==> config.mk <==
export PLATFORM = sky130hd
export DESIGN_NAME = irn_queue
export DESIGN_NICKNAME = d
export VERILOG_FILES = /design/src/rtl/assert_macros.svh /design/src/rtl/irn_pkg.sv /design/src/rtl/irn_queue.sv
export SDC_FILE = /design/constraint.sdc
export NUM_CORES = 1
export LEC_CHECK = 0
export ABC_AREA = 1
export ABC_CLOCK_PERIOD_IN_PS = 13100
export BUFFER_PORTS_ARGS = -buffer_cell sky130_fd_sc_hd__buf_4
export CAP_MARGIN = 5
export CORE_UTILIZATION = 25
export CTS_CLUSTER_SIZE = 24
export DETAILED_ROUTE_END_ITERATION = 8
export GPL_ROUTABILITY_DRIVEN = 1
export PLACE_DENSITY = 0.46
export SYNTH_ARGS = -nofsm -noshare
export SYNTH_HDL_FRONTEND = slang
export SYNTH_SLANG_ARGS = --single-unit
==> constraint.sdc <==
create_clock -name clk_i -period 13.1 [get_ports clk_i]
set_clock_uncertainty 0.1 [all_clocks]
set_input_delay 0.655 -clock clk_i [delete_from_list [all_inputs] [get_ports clk_i]]
set_output_delay 0.655 -clock clk_i [all_outputs]
set_load 0.02 [all_outputs]
==> src/rtl/assert_macros.svh <==
// Assertion helpers shared by the RTL.
`ifndef ASSERT_MACROS_SVH
`define ASSERT_MACROS_SVH
`ifndef SYNTHESIS
`define IRN_ASSERT(lbl, clk, rst_n, prop) \
  lbl: assert property (@(posedge clk) disable iff (!rst_n) prop) \
    else $error("assertion failed");
`define IRN_ASSERT_NEVER(lbl, clk, rst_n, cond) \
  `IRN_ASSERT(lbl, clk, rst_n, !(cond))
`else
`define IRN_ASSERT(lbl, clk, rst_n, prop)
`define IRN_ASSERT_NEVER(lbl, clk, rst_n, cond)
`endif
`endif

==> src/rtl/irn_pkg.sv <==
package irn_pkg;

  localparam int unsigned COORD_W     = 7;
  localparam int unsigned PIXEL_W     = 32;
  localparam int unsigned DIM_W       = 8;
  localparam int unsigned TERM_W      = 16;
  localparam int unsigned FRAC_W      = 14;
  localparam int unsigned CFG_IDX_W   = 2;
  localparam int unsigned CFG_DATA_W  = 16;
  localparam int unsigned QUEUE_DEPTH = 8;
  localparam int unsigned QPTR_W      = $clog2(QUEUE_DEPTH);
  localparam int unsigned QCNT_W      = $clog2(QUEUE_DEPTH + 1);
  localparam int unsigned HALF_Q      = 1 << (FRAC_W - 1);
  localparam int unsigned TRUNC_BIAS  = (1 << FRAC_W) - 1;

  typedef enum logic [CFG_IDX_W-1:0] {
    REG_IMAGE_WIDTH  = 2'd0,
    REG_IMAGE_HEIGHT = 2'd1,
    REG_COS_TERM     = 2'd2,
    REG_SIN_TERM     = 2'd3
  } cfg_reg_e;

  typedef enum logic {
    MODE_LOAD  = 1'b0,
    MODE_FETCH = 1'b1
  } mode_e;

  typedef struct packed {
    logic fetch;
    logic wr_en;
    logic in_img;
  } op_ctrl_t;

  typedef struct packed {
    logic [DIM_W-1:0]  width;
    logic [DIM_W-1:0]  height;
    logic [TERM_W-1:0] cos_term;
    logic [TERM_W-1:0] sin_term;
  } rot_cfg_t;

endpackage

==> src/rtl/irn_queue.sv <==
module irn_queue #(
  parameter int unsigned DATA_W = 49
) (
  input  logic                       clk_i,
  input  logic                       rst_ni,
  input  logic                       push_i,
  input  logic [DATA_W-1:0]          push_data_i,
  input  logic                       pop_i,
  output logic [DATA_W-1:0]          pop_data_o,
  output logic                       empty_o,
  output logic                       full_o,
  output logic [irn_pkg::QCNT_W-1:0] count_o
);
  import irn_pkg::*;

  logic [DATA_W-1:0] entry_q [QUEUE_DEPTH];
  logic [QPTR_W-1:0] wr_ptr_q, rd_ptr_q;
  logic [QCNT_W-1:0] count_q;
  logic do_push, do_pop;

  assign empty_o    = (count_q == '0);
  assign full_o     = (count_q == QCNT_W'(QUEUE_DEPTH));
  assign count_o    = count_q;
  assign do_push    = push_i && !full_o;
  assign do_pop     = pop_i && !empty_o;
  assign pop_data_o = entry_q[rd_ptr_q];

  always_ff @(posedge clk_i or negedge rst_ni) begin
    if (!rst_ni) begin
      wr_ptr_q <= '0;
      rd_ptr_q <= '0;
      count_q  <= '0;
    end else begin
      if (do_push) begin
        wr_ptr_q <= (wr_ptr_q == QPTR_W'(QUEUE_DEPTH - 1)) ? '0 : wr_ptr_q + 1'b1;
      end
      if (do_pop) begin
        rd_ptr_q <= (rd_ptr_q == QPTR_W'(QUEUE_DEPTH - 1)) ? '0 : rd_ptr_q + 1'b1;
      end
      if (do_push && !do_pop) begin
        count_q <= count_q + 1'b1;
      end else if (do_pop && !do_push) begin
        count_q <= count_q - 1'b1;
      end
    end
  end

  always_ff @(posedge clk_i) begin
    if (do_push) begin
      entry_q[wr_ptr_q] <= push_data_i;
    end
  end

endmodule

Word level (Yosys, flattened, before mapping)
Memory sizes are Yosys's and may differ from the RTL's.
Index checks and enable logic that the tools add are counted.
- register bits after elaboration: 10
- memory bits (writable): 392
- bits of input ports: 53
- output and inout port bits: 55
- memories: 1
- memories (memory ; depth ; bits a word ; read ports ; clocked after memory_dff ; wr ports ; RTL line ; text):
    entry_q ; 8 ; 49 ; 1 ; 0 ; 1 ; irn_queue.sv:16 ; logic [DATA_W-1:0] entry_q [QUEUE_DEPTH];
- add/subtract/negate cells: 4
- equal/unequal tests: 3
- muxes and demuxes: 6
- reduce and logical (&&, ||, !) cells: 10
- operators with widths (kind ; number):
    4-bit 2-to-1 mux ; 2
    3-bit by 1-bit adder with 3-bit output (second input constant) ; 2
    3-bit == test (second input constant) ; 2
    3-bit 2-to-1 mux ; 2
    4-bit by 1-bit adder with 4-bit output (second input constant) ; 1
    4-bit == test (second input constant) ; 1
    1-bit logical AND ; 4
    1-bit zero test ; 4
    4-bit zero test ; 1
    4-bit by 1-bit subtractor with 4-bit output (second input constant) ; 1
    1-bit 2-to-1 mux ; 2
    2-bit nonzero test ; 1

Depth between registers and ports, before layout
- word-level depth: 7
- gate-level depth with buffers: 13

Worst setup path before layout
OpenSTA, ideal clock, no wires.
- path kind: reg2reg
- from: reg count_q[0] (netlist: count_o[0])
- to: mem entry_q[6][0] (enable)
- setup time: 516 ps
- data arrival time: 4314 ps
- path slack: 8170 ps
- stages on the path, launching flop included: 6
- path buffers: 1
- clock period less this slack: 4930 ps
- path through: dfrtp_1 nor2_1 nand3_1 nand2_1 buf_2 nor3_1
- cells in the longest elaborated chain, start to end: 5
- ends and longest elaborated chain (what ; RTL line ; text):
    from (decl) ; irn_queue.sv:18 ; logic [QCNT_W-1:0] count_q;
    from (signal assigned) ; irn_queue.sv:41 ; count_q <= count_q + 1'b1;
    from (signal assigned) ; irn_queue.sv:43 ; count_q <= count_q - 1'b1;
    4-bit == test ; irn_queue.sv:22 ; assign full_o = (count_q == QCNT_W'(QUEUE_DEPTH));
    1-bit zero test ; irn_queue.sv:24 ; assign do_push = push_i && !full_o;
    1-bit logical AND ; irn_queue.sv:24 ;
    1-bit 2-to-1 mux ; irn_queue.sv:49 ; if (do_push) begin
    1-bit 2-to-1 mux (implied by the code) ; irn_queue.sv:50 ; entry_q[wr_ptr_q] <= push_data_i;
    to (decl) ; irn_queue.sv:16 ;
Every way passes these cells.

Worst setup path after layout
- from: reg rd_ptr_q[1]
- to: out pop_data_o[46]
- cells in the longest elaborated chain, start to end: 1
- ends and longest elaborated chain (what ; RTL line ; text):
    from (decl) ; irn_queue.sv:17 ; logic [QPTR_W-1:0] wr_ptr_q, rd_ptr_q;
    from (signal assigned) ; irn_queue.sv:38 ; rd_ptr_q <= (rd_ptr_q == QPTR_W'(QUEUE_DEPTH - 1)) ? '0 : rd_ptr_q + 1'b1;
    memory 8 x 49 bit ; - ;
    to (decl) ; irn_queue.sv:9 ; output logic [DATA_W-1:0] pop_data_o,
Every way passes these cells.

==> flow_metrics.py <==
metrics = {
    "status": {
        "status": "finished clean",
    },
    "power": {
        "netSwitchingFraction": 0.386,
        "p_switching_mw": 1.78,
        "powerDensity_nw_per_um2": 225,
        "power_frac_comb": 0.371,
        "finalPower_mw": 4.61,
        "p_seq_frac": 0.373,
        "p_clk_frac": 0.256,
        "irDropWorstVdd_uv": 205,
        "p_leak_nw": 8.68,
        "internal-power_mw": 2.83,
    },
    "sta": {
        "finalHoldViolations": 0,
        "grt_setup_unrepaired": "no",
        "report.final.slew_viol_count": 0,
        "tns_ps": 0,
        "worst_slew_pin_slew_ps": 1100,
        "max_freq_mhz": 242,
        "period_minus_slack_ps": 4130,
        "finalSetupViolCount": 0,
        "fin_crit_sh": 0.315,
        "slew-limit-headroom": 0.268,
    },
    "cells_and_area": {
        "diodes": 0,
        "nets": 1939,
        "final_area_sq_um": 20500,
        "multi_input_area_sq_um": 4250,
        "final_cell_count_no_fill": 2841,
        "final_common_cell": "nand2_1",
        "area_delta_synth_final_pct": 17.2,
        "drive_gt1_frac": 0.103,
        "n_fill_cell": 7162,
        "final_cell_mix": "668 x nand2_1, 394 x nor2_1, 392 x edfxtp_1",
        "seq_area_sq_um": 12000,
    },
    "job": {
        "maxCapViolations": 0,
    },
    "synth": {
        "synth_warnings": 0,
        "netlist_instances": 1781,
        "synth_area_sq_um": 17500,
        "ys_seq_area_frac": 0.686,
        "syn-num-nets": 1842,
        "yosys.cell_types.count": 19,
        "synth_area_per_cell_sq_um": 9.84,
        "synth_seq_cells": 402,
    },
    "clocking": {
        "cts_inserted_buffers": 47,
        "cts_root_buffer": "clkbuf_16",
        "cts_resized": 0,
        "htree_levels": 2,
        "clock_latency_ps": 560,
        "holdBufCountCts": 1,
        "clk_path_buf_depth": 3,
        "cts.clk_slew.worst_paths_ps": 60,
        "cts_tree": "yes",
        "clock-sinks": 402,
        "post-cts-setup-buffers": 0,
    },
    "global_route": {
        "antenna_found_initial": 3,
        "grt_max_degree": 204,
        "grtUsageTotal": 0.120,
        "grt_pass1_vias": 10600,
        "grt_pass1_wl_mm": 64.2,
        "grt_remaining_overflow": 0,
    },
    "setup_path": {
        "path_max_fanout": 69,
        "arrival_ps": 3370,
        "crit_path_start_kind": "flop",
        "rr_worst_depth": 12,
        "crit_required_ps": 12350,
        "end_kind": "output port",
        "cp-startpoint": "rd_ptr_q[1]",
        "endpoint": "pop_data_o[46]",
        "worst-setup-path-type": "flop to output port",
        "timing.rr.end": "count_o[3]",
        "r2r_slack_ps": 10380,
        "r2r-start": "count_o[0]",
    },
    "floorplan": {
        "start_util": 0.254,
        "num_rows": 96,
        "pin_count": 108,
        "core_area_sq_um": 68900,
        "die_width_um": 267,
        "die_y_um": 267,
        "die_area_sq_um": 71200,
    },
    "drt": {
        "first_pass_iters": 5,
        "avgViaCountPerCell": 3.94,
        "first_iter_violations": 723,
        "drc": 0,
        "route.vias.total": 11200,
        "post_drt_wl_per_cell_um": 14.9,
        "ant_nets": 0,
        "wl_mm": 42.3,
    },
    "worst_hold_path": {
        "holdCritPathClass": "input port to flop",
    },
    "placed_design": {
        "dp_hpwl_mm": 21.3,
        "placed_area_sq_um": 19200,
        "portBuffers": 107,
        "placed_cells": 2759,
        "gp_congestion": 0.690,
    },
}
[stage by stage]
stage                      util  hold WS (ps)  worst slack, ps
after global placement    0.278           402             9470
after CTS                 0.298           181             8820
final                     0.298           218             8970
after floorplan               -           259             8170
after global routing      0.298           185             8630
after detailed placement  0.278           404             9440
[flip-flops by register name, summed over array words and instances, names as in the netlist]
signal and cells:
wr_ptr_q 3, entry_q 392, rd_ptr_q 3, count_o 4
[power groups by stage]
stage | Combinational [mW] | Sequential (mW) | Clock, mW
2_1_floorplan | 1.25 | 1.70 | 0
3_3_place_gp | 1.76 | 1.75 | 0
3_5_place_dp | 1.76 | 1.75 | 0
4_1_cts | 1.77 | 1.72 | 1.22
5_1_grt | 1.95 | 1.74 | 1.27
6_report | 1.71 | 1.72 | 1.18
[worst max-delay path, cell delays in order, from the launching register on]
cell	delay, ps
dfrtp_4	790
clkinv_2	630
buf_4	620
nor2_1	200
nand2_1	60
nand2_1	60
nand2_1	50
nand2_1	200
buf_4	180
[logic make-up after synthesis]
family | Yosys count | synth area share
XOR/XNOR | 2 | 0.000999
AO/OA/AOI/OAI | 4 | 0.00114
flip-flops | 402 | 0.686
adder cells (fa/ha/maj) | 8 | 0.00614
AND/OR/NAND/NOR | 1078 | 0.232
buffers and inverters | 287 | 0.0740
[metal layers]
metal / vias to the layer above / global-route usage / part of all wire
li1: 5719 / - / -
met1: 5243 / 0.160 / 0.48
met2: 166 / 0.193 / 0.46
met3: 62 / 0.0290 / 0.047
met4: 6 / 0.0297 / 0.019
met5: - / 0 / 0.0011
[synth_stat cells, drive strengths merged]
cell    number  area share
buf         69       0.027
clkbuf       8      0.0017
dfrtp       10       0.014
edfxtp     392        0.67
fa           1      0.0011
ha           7      0.0050
inv        210       0.045
nand2      668        0.14
nand3        6      0.0017
nor2       394       0.084
nor3         8      0.0023
o21ai        4      0.0011
or2          2     0.00071
xnor2        2      0.0010
[worst min-delay path by stage]
stage / endpoint / start / depth (start not counted) / slack (ps)
final: entry_q[7][31] / push_data_i[31] / 1 / 220
after global routing: entry_q[5][10] / push_data_i[10] / 1 / 190
after CTS: entry_q[6][31] / push_data_i[31] / 1 / 180
after detailed placement: count_o[2] / rst_ni / 1 / 400
after global placement: count_o[2] / rst_ni / 1 / 400
after floorplan: count_o[0] / rst_ni / 0 / 260
[final cells by class]
type / instances / area share
Clock buffer: 57 / 0.0591
Multi-Input combinational cell: 1092 / 0.207
Tap cell: 931 / 0.0567
Clock inverter: 24 / 0.00658
Timing Repair Buffer: 125 / 0.0464
Inverter: 210 / 0.0385
Sequential cell: 402 / 0.586
Power figures use the tool's default switching activity.
