File: src/rtl/assert_macros.svh
// Assertion helpers shared by the RTL.
`ifndef ASSERT_MACROS_SVH
`define ASSERT_MACROS_SVH
`ifndef SYNTHESIS
`define IRN_ASSERT(lbl, clk, rst_n, prop) \
  lbl: assert property (@(posedge clk) disable iff (!rst_n) prop) \
    else $error("assertion failed");
`define IRN_ASSERT_NEVER(lbl, clk, rst_n, cond) \
  `IRN_ASSERT(lbl, clk, rst_n, !(cond))
`else
`define IRN_ASSERT(lbl, clk, rst_n, prop)
`define IRN_ASSERT_NEVER(lbl, clk, rst_n, cond)
`endif
`endif

File: src/rtl/irn_pkg.sv
package irn_pkg;

  localparam int unsigned COORD_W     = 7;
  localparam int unsigned PIXEL_W     = 32;
  localparam int unsigned DIM_W       = 8;
  localparam int unsigned TERM_W      = 16;
  localparam int unsigned FRAC_W      = 14;
  localparam int unsigned CFG_IDX_W   = 2;
  localparam int unsigned CFG_DATA_W  = 16;
  localparam int unsigned QUEUE_DEPTH = 8;
  localparam int unsigned QPTR_W      = $clog2(QUEUE_DEPTH);
  localparam int unsigned QCNT_W      = $clog2(QUEUE_DEPTH + 1);
  localparam int unsigned HALF_Q      = 1 << (FRAC_W - 1);
  localparam int unsigned TRUNC_BIAS  = (1 << FRAC_W) - 1;

  typedef enum logic [CFG_IDX_W-1:0] {
    REG_IMAGE_WIDTH  = 2'd0,
    REG_IMAGE_HEIGHT = 2'd1,
    REG_COS_TERM     = 2'd2,
    REG_SIN_TERM     = 2'd3
  } cfg_reg_e;

  typedef enum logic {
    MODE_LOAD  = 1'b0,
    MODE_FETCH = 1'b1
  } mode_e;

  typedef struct packed {
    logic fetch;
    logic wr_en;
    logic in_img;
  } op_ctrl_t;

  typedef struct packed {
    logic [DIM_W-1:0]  width;
    logic [DIM_W-1:0]  height;
    logic [TERM_W-1:0] cos_term;
    logic [TERM_W-1:0] sin_term;
  } rot_cfg_t;

endpackage

File: src/rtl/irn_in_if.sv
interface irn_in_if;
  import irn_pkg::*;

  logic               valid;
  logic               ready;
  logic               mode;
  logic [COORD_W-1:0] col;
  logic [COORD_W-1:0] row;
  logic [PIXEL_W-1:0] pixel_in;

  modport source (output valid, mode, col, row, pixel_in, input ready);
  modport sink (input valid, mode, col, row, pixel_in, output ready);
endinterface

File: src/rtl/irn_front.sv
module irn_front #(
  parameter int unsigned MAX_DIM = 128,
  parameter int unsigned ADDR_W  = 14
) (
  input  logic                        clk_i,
  input  logic                        rst_ni,
  irn_in_if.sink                      in_if,
  input  irn_pkg::rot_cfg_t           cfg_i,
  input  logic [irn_pkg::QCNT_W-1:0]  q_count_i,
  output logic                        push_o,
  output irn_pkg::op_ctrl_t           push_ctrl_o,
  output logic [ADDR_W-1:0]           push_addr_o,
  output logic [irn_pkg::PIXEL_W-1:0] push_pixel_o
);
  import irn_pkg::*;

  localparam int unsigned LIM_W = $clog2(MAX_DIM + 1);
  localparam int unsigned EW    = (LIM_W > DIM_W) ? LIM_W : DIM_W;
  localparam int unsigned DW    = EW + 1;
  localparam int unsigned PW    = TERM_W + DW;
  localparam int unsigned SW    = PW + 2;
  localparam int unsigned QW    = SW - FRAC_W;

  logic [EW-1:0] dim_max, w_eff, h_eff, ox, oy, col_w, row_w;
  logic [QCNT_W:0] pending;
  logic accept, load_ok;
  logic [ADDR_W-1:0] load_addr;

  logic                 s1_valid_q, s1_fetch_q, s1_wr_en_q;
  logic [ADDR_W-1:0]    s1_addr_q;
  logic [PIXEL_W-1:0]   s1_pixel_q;
  logic signed [DW-1:0] s1_dx_q, s1_dy_q, s1_dx_d, s1_dy_d;

  logic                 s2_valid_q, s2_fetch_q, s2_wr_en_q;
  logic [ADDR_W-1:0]    s2_addr_q;
  logic [PIXEL_W-1:0]   s2_pixel_q;
  logic signed [PW-1:0] cdx_d, sdy_d, sdx_d, cdy_d;
  logic signed [PW-1:0] s2_cdx_q, s2_sdy_q, s2_sdx_q, s2_cdy_q;

  logic                 s3_valid_q, s3_fetch_q, s3_wr_en_q;
  logic [ADDR_W-1:0]    s3_addr_q;
  logic [PIXEL_W-1:0]   s3_pixel_q;
  logic signed [SW-1:0] tx_d, ty_d, s3_tx_q, s3_ty_q;

  logic signed [SW-1:0] adj_x, adj_y;
  logic signed [QW-1:0] qx, qy;
  logic in_x, in_y, src_in;
  logic [ADDR_W-1:0] fetch_addr;

  assign dim_max = EW'(MAX_DIM);
  assign w_eff   = (EW'(cfg_i.width) > dim_max) ? dim_max : EW'(cfg_i.width);
  assign h_eff   = (EW'(cfg_i.height) > dim_max) ? dim_max : EW'(cfg_i.height);
  assign ox      = w_eff >> 1;
  assign oy      = h_eff >> 1;

  assign pending = (QCNT_W+1)'(q_count_i) + (QCNT_W+1)'(s1_valid_q)
                 + (QCNT_W+1)'(s2_valid_q) + (QCNT_W+1)'(s3_valid_q);
  assign in_if.ready = pending < (QCNT_W+1)'(QUEUE_DEPTH);
  assign accept = in_if.valid && in_if.ready;

  assign col_w     = EW'(in_if.col);
  assign row_w     = EW'(in_if.row);
  assign s1_dx_d   = $signed({1'b0, col_w}) - $signed({1'b0, ox});
  assign s1_dy_d   = $signed({1'b0, oy}) - $signed({1'b0, row_w});
  assign load_ok   = (col_w < dim_max) && (row_w < dim_max);
  assign load_addr = ADDR_W'(row_w) * ADDR_W'(MAX_DIM) + ADDR_W'(col_w);

  assign cdx_d = PW'($signed(cfg_i.cos_term)) * PW'(s1_dx_q);
  assign sdy_d = PW'($signed(cfg_i.sin_term)) * PW'(s1_dy_q);
  assign sdx_d = PW'($signed(cfg_i.sin_term)) * PW'(s1_dx_q);
  assign cdy_d = PW'($signed(cfg_i.cos_term)) * PW'(s1_dy_q);

  assign tx_d = SW'(s2_cdx_q) - SW'(s2_sdy_q) + SW'({ox, {FRAC_W{1'b0}}}) + SW'(HALF_Q);
  assign ty_d = SW'({oy, {FRAC_W{1'b0}}}) - SW'(s2_sdx_q) - SW'(s2_cdy_q) + SW'(HALF_Q);

  // truncate toward zero
  assign adj_x = s3_tx_q + (s3_tx_q[SW-1] ? SW'(TRUNC_BIAS) : SW'(0));
  assign adj_y = s3_ty_q + (s3_ty_q[SW-1] ? SW'(TRUNC_BIAS) : SW'(0));
  assign qx    = adj_x[SW-1:FRAC_W];
  assign qy    = adj_y[SW-1:FRAC_W];
  assign in_x  = !qx[QW-1] && ($unsigned(qx) < QW'(w_eff));
  assign in_y  = !qy[QW-1] && ($unsigned(qy) < QW'(h_eff));
  assign src_in = s3_fetch_q && in_x && in_y;
  assign fetch_addr = ADDR_W'($unsigned(qy)) * ADDR_W'(MAX_DIM) + ADDR_W'($unsigned(qx));

  always_ff @(posedge clk_i or negedge rst_ni) begin
    if (!rst_ni) begin
      s1_valid_q <= 1'b0;
      s2_valid_q <= 1'b0;
      s3_valid_q <= 1'b0;
    end else begin
      s1_valid_q <= accept;
      s2_valid_q <= s1_valid_q;
      s3_valid_q <= s2_valid_q;
    end
  end

  always_ff @(posedge clk_i) begin
    s1_fetch_q <= (in_if.mode == MODE_FETCH);
    s1_wr_en_q <= (in_if.mode == MODE_LOAD) && load_ok;
    s1_addr_q  <= load_addr;
    s1_pixel_q <= in_if.pixel_in;
    s1_dx_q    <= s1_dx_d;
    s1_dy_q    <= s1_dy_d;

    s2_fetch_q <= s1_fetch_q;
    s2_wr_en_q <= s1_wr_en_q;
    s2_addr_q  <= s1_addr_q;
    s2_pixel_q <= s1_pixel_q;
    s2_cdx_q   <= cdx_d;
    s2_sdy_q   <= sdy_d;
    s2_sdx_q   <= sdx_d;
    s2_cdy_q   <= cdy_d;

    s3_fetch_q <= s2_fetch_q;
    s3_wr_en_q <= s2_wr_en_q;
    s3_addr_q  <= s2_addr_q;
    s3_pixel_q <= s2_pixel_q;
    s3_tx_q    <= tx_d;
    s3_ty_q    <= ty_d;
  end

  assign push_o             = s3_valid_q;
  assign push_ctrl_o.fetch  = s3_fetch_q;
  assign push_ctrl_o.wr_en  = s3_wr_en_q && !s3_fetch_q;
  assign push_ctrl_o.in_img = src_in;
  assign push_addr_o  = s3_fetch_q ? (src_in ? fetch_addr : '0) : s3_addr_q;
  assign push_pixel_o = s3_pixel_q;

endmodule

File: src/flat_wrapper.sv
// flat-port wrapper written by rule: the top's interface ports become plain ports
module irn_front_flat import irn_pkg::*;
#(
  parameter int unsigned MAX_DIM = 128,
  parameter int unsigned ADDR_W  = 14
)
  (clk_i, rst_ni, cfg_i, q_count_i, push_o, push_ctrl_o, push_addr_o, push_pixel_o, in_if_valid, in_if_mode, in_if_col, in_if_row, in_if_pixel_in, in_if_ready);
  irn_in_if in_if_i ();
  input  logic clk_i;
  input  logic rst_ni;
  input  irn_pkg::rot_cfg_t cfg_i;
  input  logic [irn_pkg::QCNT_W-1:0] q_count_i;
  output logic push_o;
  output irn_pkg::op_ctrl_t push_ctrl_o;
  output logic [ADDR_W-1:0] push_addr_o;
  output logic [irn_pkg::PIXEL_W-1:0] push_pixel_o;
  input wire logic [$bits(in_if_i.valid)-1:0] in_if_valid;
  input wire logic [$bits(in_if_i.mode)-1:0] in_if_mode;
  input wire logic [$bits(in_if_i.col)-1:0] in_if_col;
  input wire logic [$bits(in_if_i.row)-1:0] in_if_row;
  input wire logic [$bits(in_if_i.pixel_in)-1:0] in_if_pixel_in;
  output wire logic [$bits(in_if_i.ready)-1:0] in_if_ready;
  assign in_if_i.valid = in_if_valid;
  assign in_if_i.mode = in_if_mode;
  assign in_if_i.col = in_if_col;
  assign in_if_i.row = in_if_row;
  assign in_if_i.pixel_in = in_if_pixel_in;
  assign in_if_ready = in_if_i.ready;
  irn_front #(.MAX_DIM(MAX_DIM), .ADDR_W(ADDR_W)) u_core (.clk_i(clk_i), .rst_ni(rst_ni), .in_if(in_if_i), .cfg_i(cfg_i), .q_count_i(q_count_i), .push_o(push_o), .push_ctrl_o(push_ctrl_o), .push_addr_o(push_addr_o), .push_pixel_o(push_pixel_o));
endmodule
File: config.mk
export PLATFORM = sky130hd
export DESIGN_NAME = irn_front_flat
export DESIGN_NICKNAME = d
export VERILOG_FILES = /design/src/rtl/assert_macros.svh /design/src/rtl/irn_pkg.sv /design/src/rtl/irn_in_if.sv /design/src/rtl/irn_front.sv /design/src/flat_wrapper.sv
export SDC_FILE = /design/constraint.sdc
export NUM_CORES = 2
export LEC_CHECK = 0
export BUFFER_PORTS_ARGS = -buffer_cell sky130_fd_sc_hd__buf_4
export CAP_MARGIN = 20
export CORE_MARGIN = 2
export CORE_UTILIZATION = 35
export DETAILED_ROUTE_END_ITERATION = 7
export PLACE_DENSITY = 0.54
export SYNTH_ARGS = -nofsm -noshare
export SYNTH_HDL_FRONTEND = slang
export SYNTH_SLANG_ARGS = --single-unit
File: constraint.sdc
create_clock -name clk_i -period 13.9 [get_ports clk_i]
set_input_delay 3.475 -clock clk_i [delete_from_list [all_inputs] [get_ports clk_i]]
set_output_delay 3.475 -clock clk_i [all_outputs]
set_load 0.02 [all_outputs]
* Yosys cells after proc, flatten, opt, wreduce, memory -nomap -nowiden
Index checks and enable logic that the tools add are counted.
W data, S select, Z words.
** Storage, ports and cells
- Output and inout port bits :: 51
- Word-level logic and storage cells :: 67
- Register bits after elaboration :: 317
- Bits of input ports :: 102
** Cells by class
- Multiplexer cells :: 6
- Magnitude comparators :: 7
- Multipliers :: 4
- Add/subtract/negate cells :: 15
- Reductions and logical operators :: 11
- Bitwise gates (word level) :: 1
** Operators with widths (number)
- $mul A16 B8 Y24 :: 4
- $mux W14 :: 4
- $add A27 B14 Y27 const B :: 2
- $add A27 B27 Y27 :: 2
- $add A27 B21 Y27 :: 1
- $sub A27 B27 Y27 :: 1
- $lt A13 B8 Y1 :: 2
- $sub A22 B25 Y26 :: 1
- $sub A25 B25 Y26 :: 1
- $gt A8 B8 Y1 const B :: 2
- $lt A7 B8 Y1 const B :: 2
- $mux W8 :: 2
- $sub A7 B7 Y8 :: 2
- $add A14 B13 Y14 :: 1
- $add A14 B7 Y14 :: 1
- $add A5 B1 Y5 :: 2
- $logic_and A1 B1 Y1 :: 8
- $add A4 B1 Y5 :: 1
- $lt A5 B4 Y1 const B :: 1
- $logic_not A1 Y1 :: 3
- $not A1 Y1 :: 1

* Logic depth before layout (Yosys ltp)
- Depth in word-level cells :: 8
- Depth in mapped cells :: 22

* Least setup slack after synthesis
OpenSTA, ideal clock, no wires.
- Kind :: input to output
- From :: in cfg_i[47] (netlist name)
- To :: out push_addr_o[12]
- Path buffers :: 1
- Arrival time :: 5.859 ns
- Required time :: 10.425 ns
- Setup slack :: 4.566 ns
- Cell stages on the path :: 13
- Cells stage by stage :: inv_1 nand2_1 ha_1 a21o_1 a21o_1 a21oi_1 nor4bb_1 mux2i_1 a311oi_1 nor2_1 nor3_4 buf_6 a22o_1
** Between the ends
- Word-level cells in the longest chain between the ends :: 8
** Ends and longest elaborated chain
- from (decl) :: RTL line flat_wrapper.sv:11 : input irn_pkg::rot_cfg_t cfg_i;
- $gt A8 B8 Y1 :: RTL line irn_front.sv:51 : assign w_eff = (EW'(cfg_i.width) > dim_max) ? dim_max : EW'(cfg_i.width);
- $mux W8 * :: RTL line irn_front.sv:51
- $lt A13 B8 Y1 * :: RTL line irn_front.sv:81 : assign in_x = !qx[QW-1] && ($unsigned(qx) < QW'(w_eff));
- $logic_and A1 B1 Y1 * :: RTL line irn_front.sv:81
- $logic_and A1 B1 Y1 * (2 in a row) :: RTL line irn_front.sv:83 : assign src_in = s3_fetch_q && in_x && in_y;
- $mux W14 * (2 in a row) :: RTL line irn_front.sv:127 : assign push_addr_o = s3_fetch_q ? (src_in ? fetch_addr : '0) : s3_addr_q;
- to (decl) :: RTL line flat_wrapper.sv:15 : output logic [ADDR_W-1:0] push_addr_o;
Mark *: on every way between the ends. The rest lies on a longest branch, timed or not.

* Worst setup path in the final report
- From :: in cfg_i[47] (netlist name)
- To :: out push_addr_o[11]
Same word-level chain as after synthesis.

==> impl_metrics.tcl <==
set metrics [dict create \
    status "finished clean" \
    r2r_start "u_core.s1_dx_q[7]" \
    placed_area_mm2 0.0329 \
    drive_above_1_share 0.0721 \
    final_net_count 4240 \
    finalHoldViolCount 0 \
    grt_use_met1 0.251 \
    syn_inst 3278 \
    use_met3 0.0221 \
    area.sequential_mm2 0.00629 \
    skew_ps 22.3 \
    crit_fanout 14 \
    clkSinkCount 313 \
    cp-start-kind "input port" \
    fin_ws_ps 3880 \
    fin_cells 4566 \
    firstDrtPassIters 5 \
    reg2reg_depth 19 \
    holdCritPathClass "reg -> reg" \
    rows 108 \
    post-route-min-period_ps 10020 \
    ant_nets 0 \
    insertion_delay_ps 540 \
    max_slew_margin 0.284 \
    antenna_found_initial 7 \
    die-area_mm2 0.0896 \
    dp.cells 4506 \
    ys.warnings.count 0 \
    rrSetupSlack_ps 7210 \
    ys.flop_type "dfxtp_1" \
    n_fill_cell 8736 \
    grt_overflow 0 \
    end_kind "primary output" \
    cts_hold_buf 0 \
    worstHoldStart "u_core.s1_addr_q[9]" \
    top_usage_layer "met2" \
    cp.arrival_ps 6550 \
    setup_tns_ps 0 \
    postCtsSetupBuffers 0 \
    drtIter0Drc 1070 \
    grt_max_degree 33 \
    multi_input_comb_area_mm2 0.0215 \
    wl_per_cell_um 16.2 \
    dp_hpwl_mm 58.2 \
    r2r-end "u_core.s2_sdx_q[23]" \
    max_freq_mhz 99.8 \
    gr-usage-met2 0.271 \
    path_class "in -> out" \
    syn-cell-area_mm2 0.0305 \
    synth_nets 4131 \
    min_to "u_core.s2_addr_q[9]" \
    initial_utilization 0.353 \
    die_width_um 299 \
    maxCapViolations 0 \
    ioPinCount 153 \
    layout-area-overhead-vs-synth_pct 11.5 \
    finalCritPeriodShare 0.721 \
    most-common-layout-cells "642 x inv_1, 419 x fa_1, 332 x ha_1" \
    stdcell_area_mm2 0.0340 \
    vias 21319 \
    hold_path_depth 0 \
    cts_buffers 34 \
    grt_pass1_vias 21839 \
    synth_edf_count 0 \
    ys_async_sr_fraction 0.00958 \
    die_h_um 299 \
    fp.coreArea_mm2 0.0866 \
    cts.reportedPaths.clkPinSlew_ps 60 \
    post_cts_resized 0 \
    ys_ff_latch 313 \
    rsz0062_at_grt "false" \
    via_per_inst 4.67 \
    avgSynthCellArea_um2 9.32 \
    ys_types 77 \
    pre_cts_ws_ps 3880 \
    worst_pin_slew_ps 1070 \
    wirelength_mm 74.0 \
    ys_seq_area_frac 0.206 \
    clockBufferDepth 3 \
    cts-root-buf "clkbuf_16" \
    grt_usage 0.171 \
    crit_required_ps 10430 \
    drc 0 \
    layout_commonest_cell "inv_1" \
    portBuffers 152 \
    setup_viol 0 \
    place.gp.congestion 0.843 \
    grt_pass1_wl_mm 122 \
    cts_htree_levels 2 \
    slew_viol_final 0 \
    cts_tree "yes" \
]
synthesized netlist by cell type (4+ instances only):
master	count	area share
inv_1	642	0.079
fa_1	419	0.27
ha_1	332	0.14
and2_1	328	0.067
dfxtp_1	310	0.20
nand2_1	212	0.026
nor2_1	149	0.018
xnor2_1	130	0.037
a21oi_1	94	0.015
o21ai_0	86	0.014
clkbuf_1	84	0.010
a21o_1	54	0.013
xor2_1	52	0.015
nand3_1	41	0.0067
nand2b_1	39	0.0080
nor2b_1	34	0.0070
nor3_1	33	0.0054
a211oi_1	18	0.0044
o21a_1	18	0.0044
a22o_1	14	0.0040
and3_1	14	0.0029
a31oi_1	12	0.0025
or3_1	12	0.0025
nor4_1	10	0.0020
nand4_1	9	0.0018
o21bai_1	9	0.0022
a21boi_0	8	0.0020
or4_1	8	0.0020
mux2i_1	7	0.0023
o21ai_1	7	0.0011
and4_1	6	0.0017
o211ai_1	6	0.0015
a311oi_1	5	0.0014
o31a_1	5	0.0014
o31ai_1	5	0.0012
or2_2	4	0.00082
logic make-up (layout without fill, tap and decap cells):
logic type,Yosys count,after routing,share of synthesized area
fa+ha+maj,751,751,0.411
other cells,0,1,0
buf+inv,734,866,0.0908
simple gates,914,914,0.157
compound gates,377,377,0.0810
xor+xnor,182,182,0.0522
mux,7,7,0.00229
flops,313,313,0.206
metal layers:
metal  up-vias  wire (um)  share of wire
met5         -         27        0.00036
met4         4       1170          0.016
met3        63       3750          0.051
met2       435      32600           0.44
met1     10366      36500           0.49
li1      10451          -              -
through the flow:
stage                     hold slack (ps)   util
after floorplan                       310      -
after global placement                310  0.379
after detailed placement              312  0.379
after CTS                             312  0.393
after global routing                  329  0.393
final                                 313  0.393
worst max-delay path, cell delays in order:
cell	delay, ps
buf_4	140
inv_1	190
nand2_1	140
ha_1	320
a21o_1	160
a21o_1	170
a21oi_1	200
nor4bb_1	290
mux2i_1	110
a311oi_1	290
nor2_1	170
nor3_4	530
a22o_1	230
buf_4	140
worst max path at each step:
| stage | startpoint | to | slack [ps] | cells after the start |
|---|---|---|---|---|
| after global routing | cfg_i[47] | push_addr_o[13] | 3610 | 14 |
| final | cfg_i[47] | push_addr_o[11] | 3880 | 14 |
| after global placement | cfg_i[47] | push_addr_o[13] | 3990 | 14 |
| after detailed placement | cfg_i[47] | push_addr_o[13] | 3880 | 14 |
| after floorplan | cfg_i[47] | push_addr_o[12] | 4570 | 13 |
| after CTS | cfg_i[47] | push_addr_o[13] | 3880 | 14 |
flip-flops by register name, indices dropped and copies added, names as in the netlist, 24 cells and up:
signal / count
u_core.s2_sdx_q: 24
u_core.push_pixel_o: 32
u_core.s1_pixel_q: 32
u_core.s3_tx_q: 27
u_core.s2_cdx_q: 24
u_core.s2_pixel_q: 32
u_core.s2_sdy_q: 24
u_core.s2_cdy_q: 24
u_core.s3_ty_q: 27
final cells by class:
type	instances	area share
Inverter	643	0.0709
Timing Repair Buffer	164	0.0362
Tap cell	1155	0.0424
Multi-Input combinational cell	2231	0.631
Clock inverter	15	0.00684
Clock buffer	44	0.0279
Antenna cell	1	0.0000735
Sequential cell	313	0.185
Power is not shown: default switching activity piles up to over one toggle a cycle in this logic, so the estimate is an artifact.
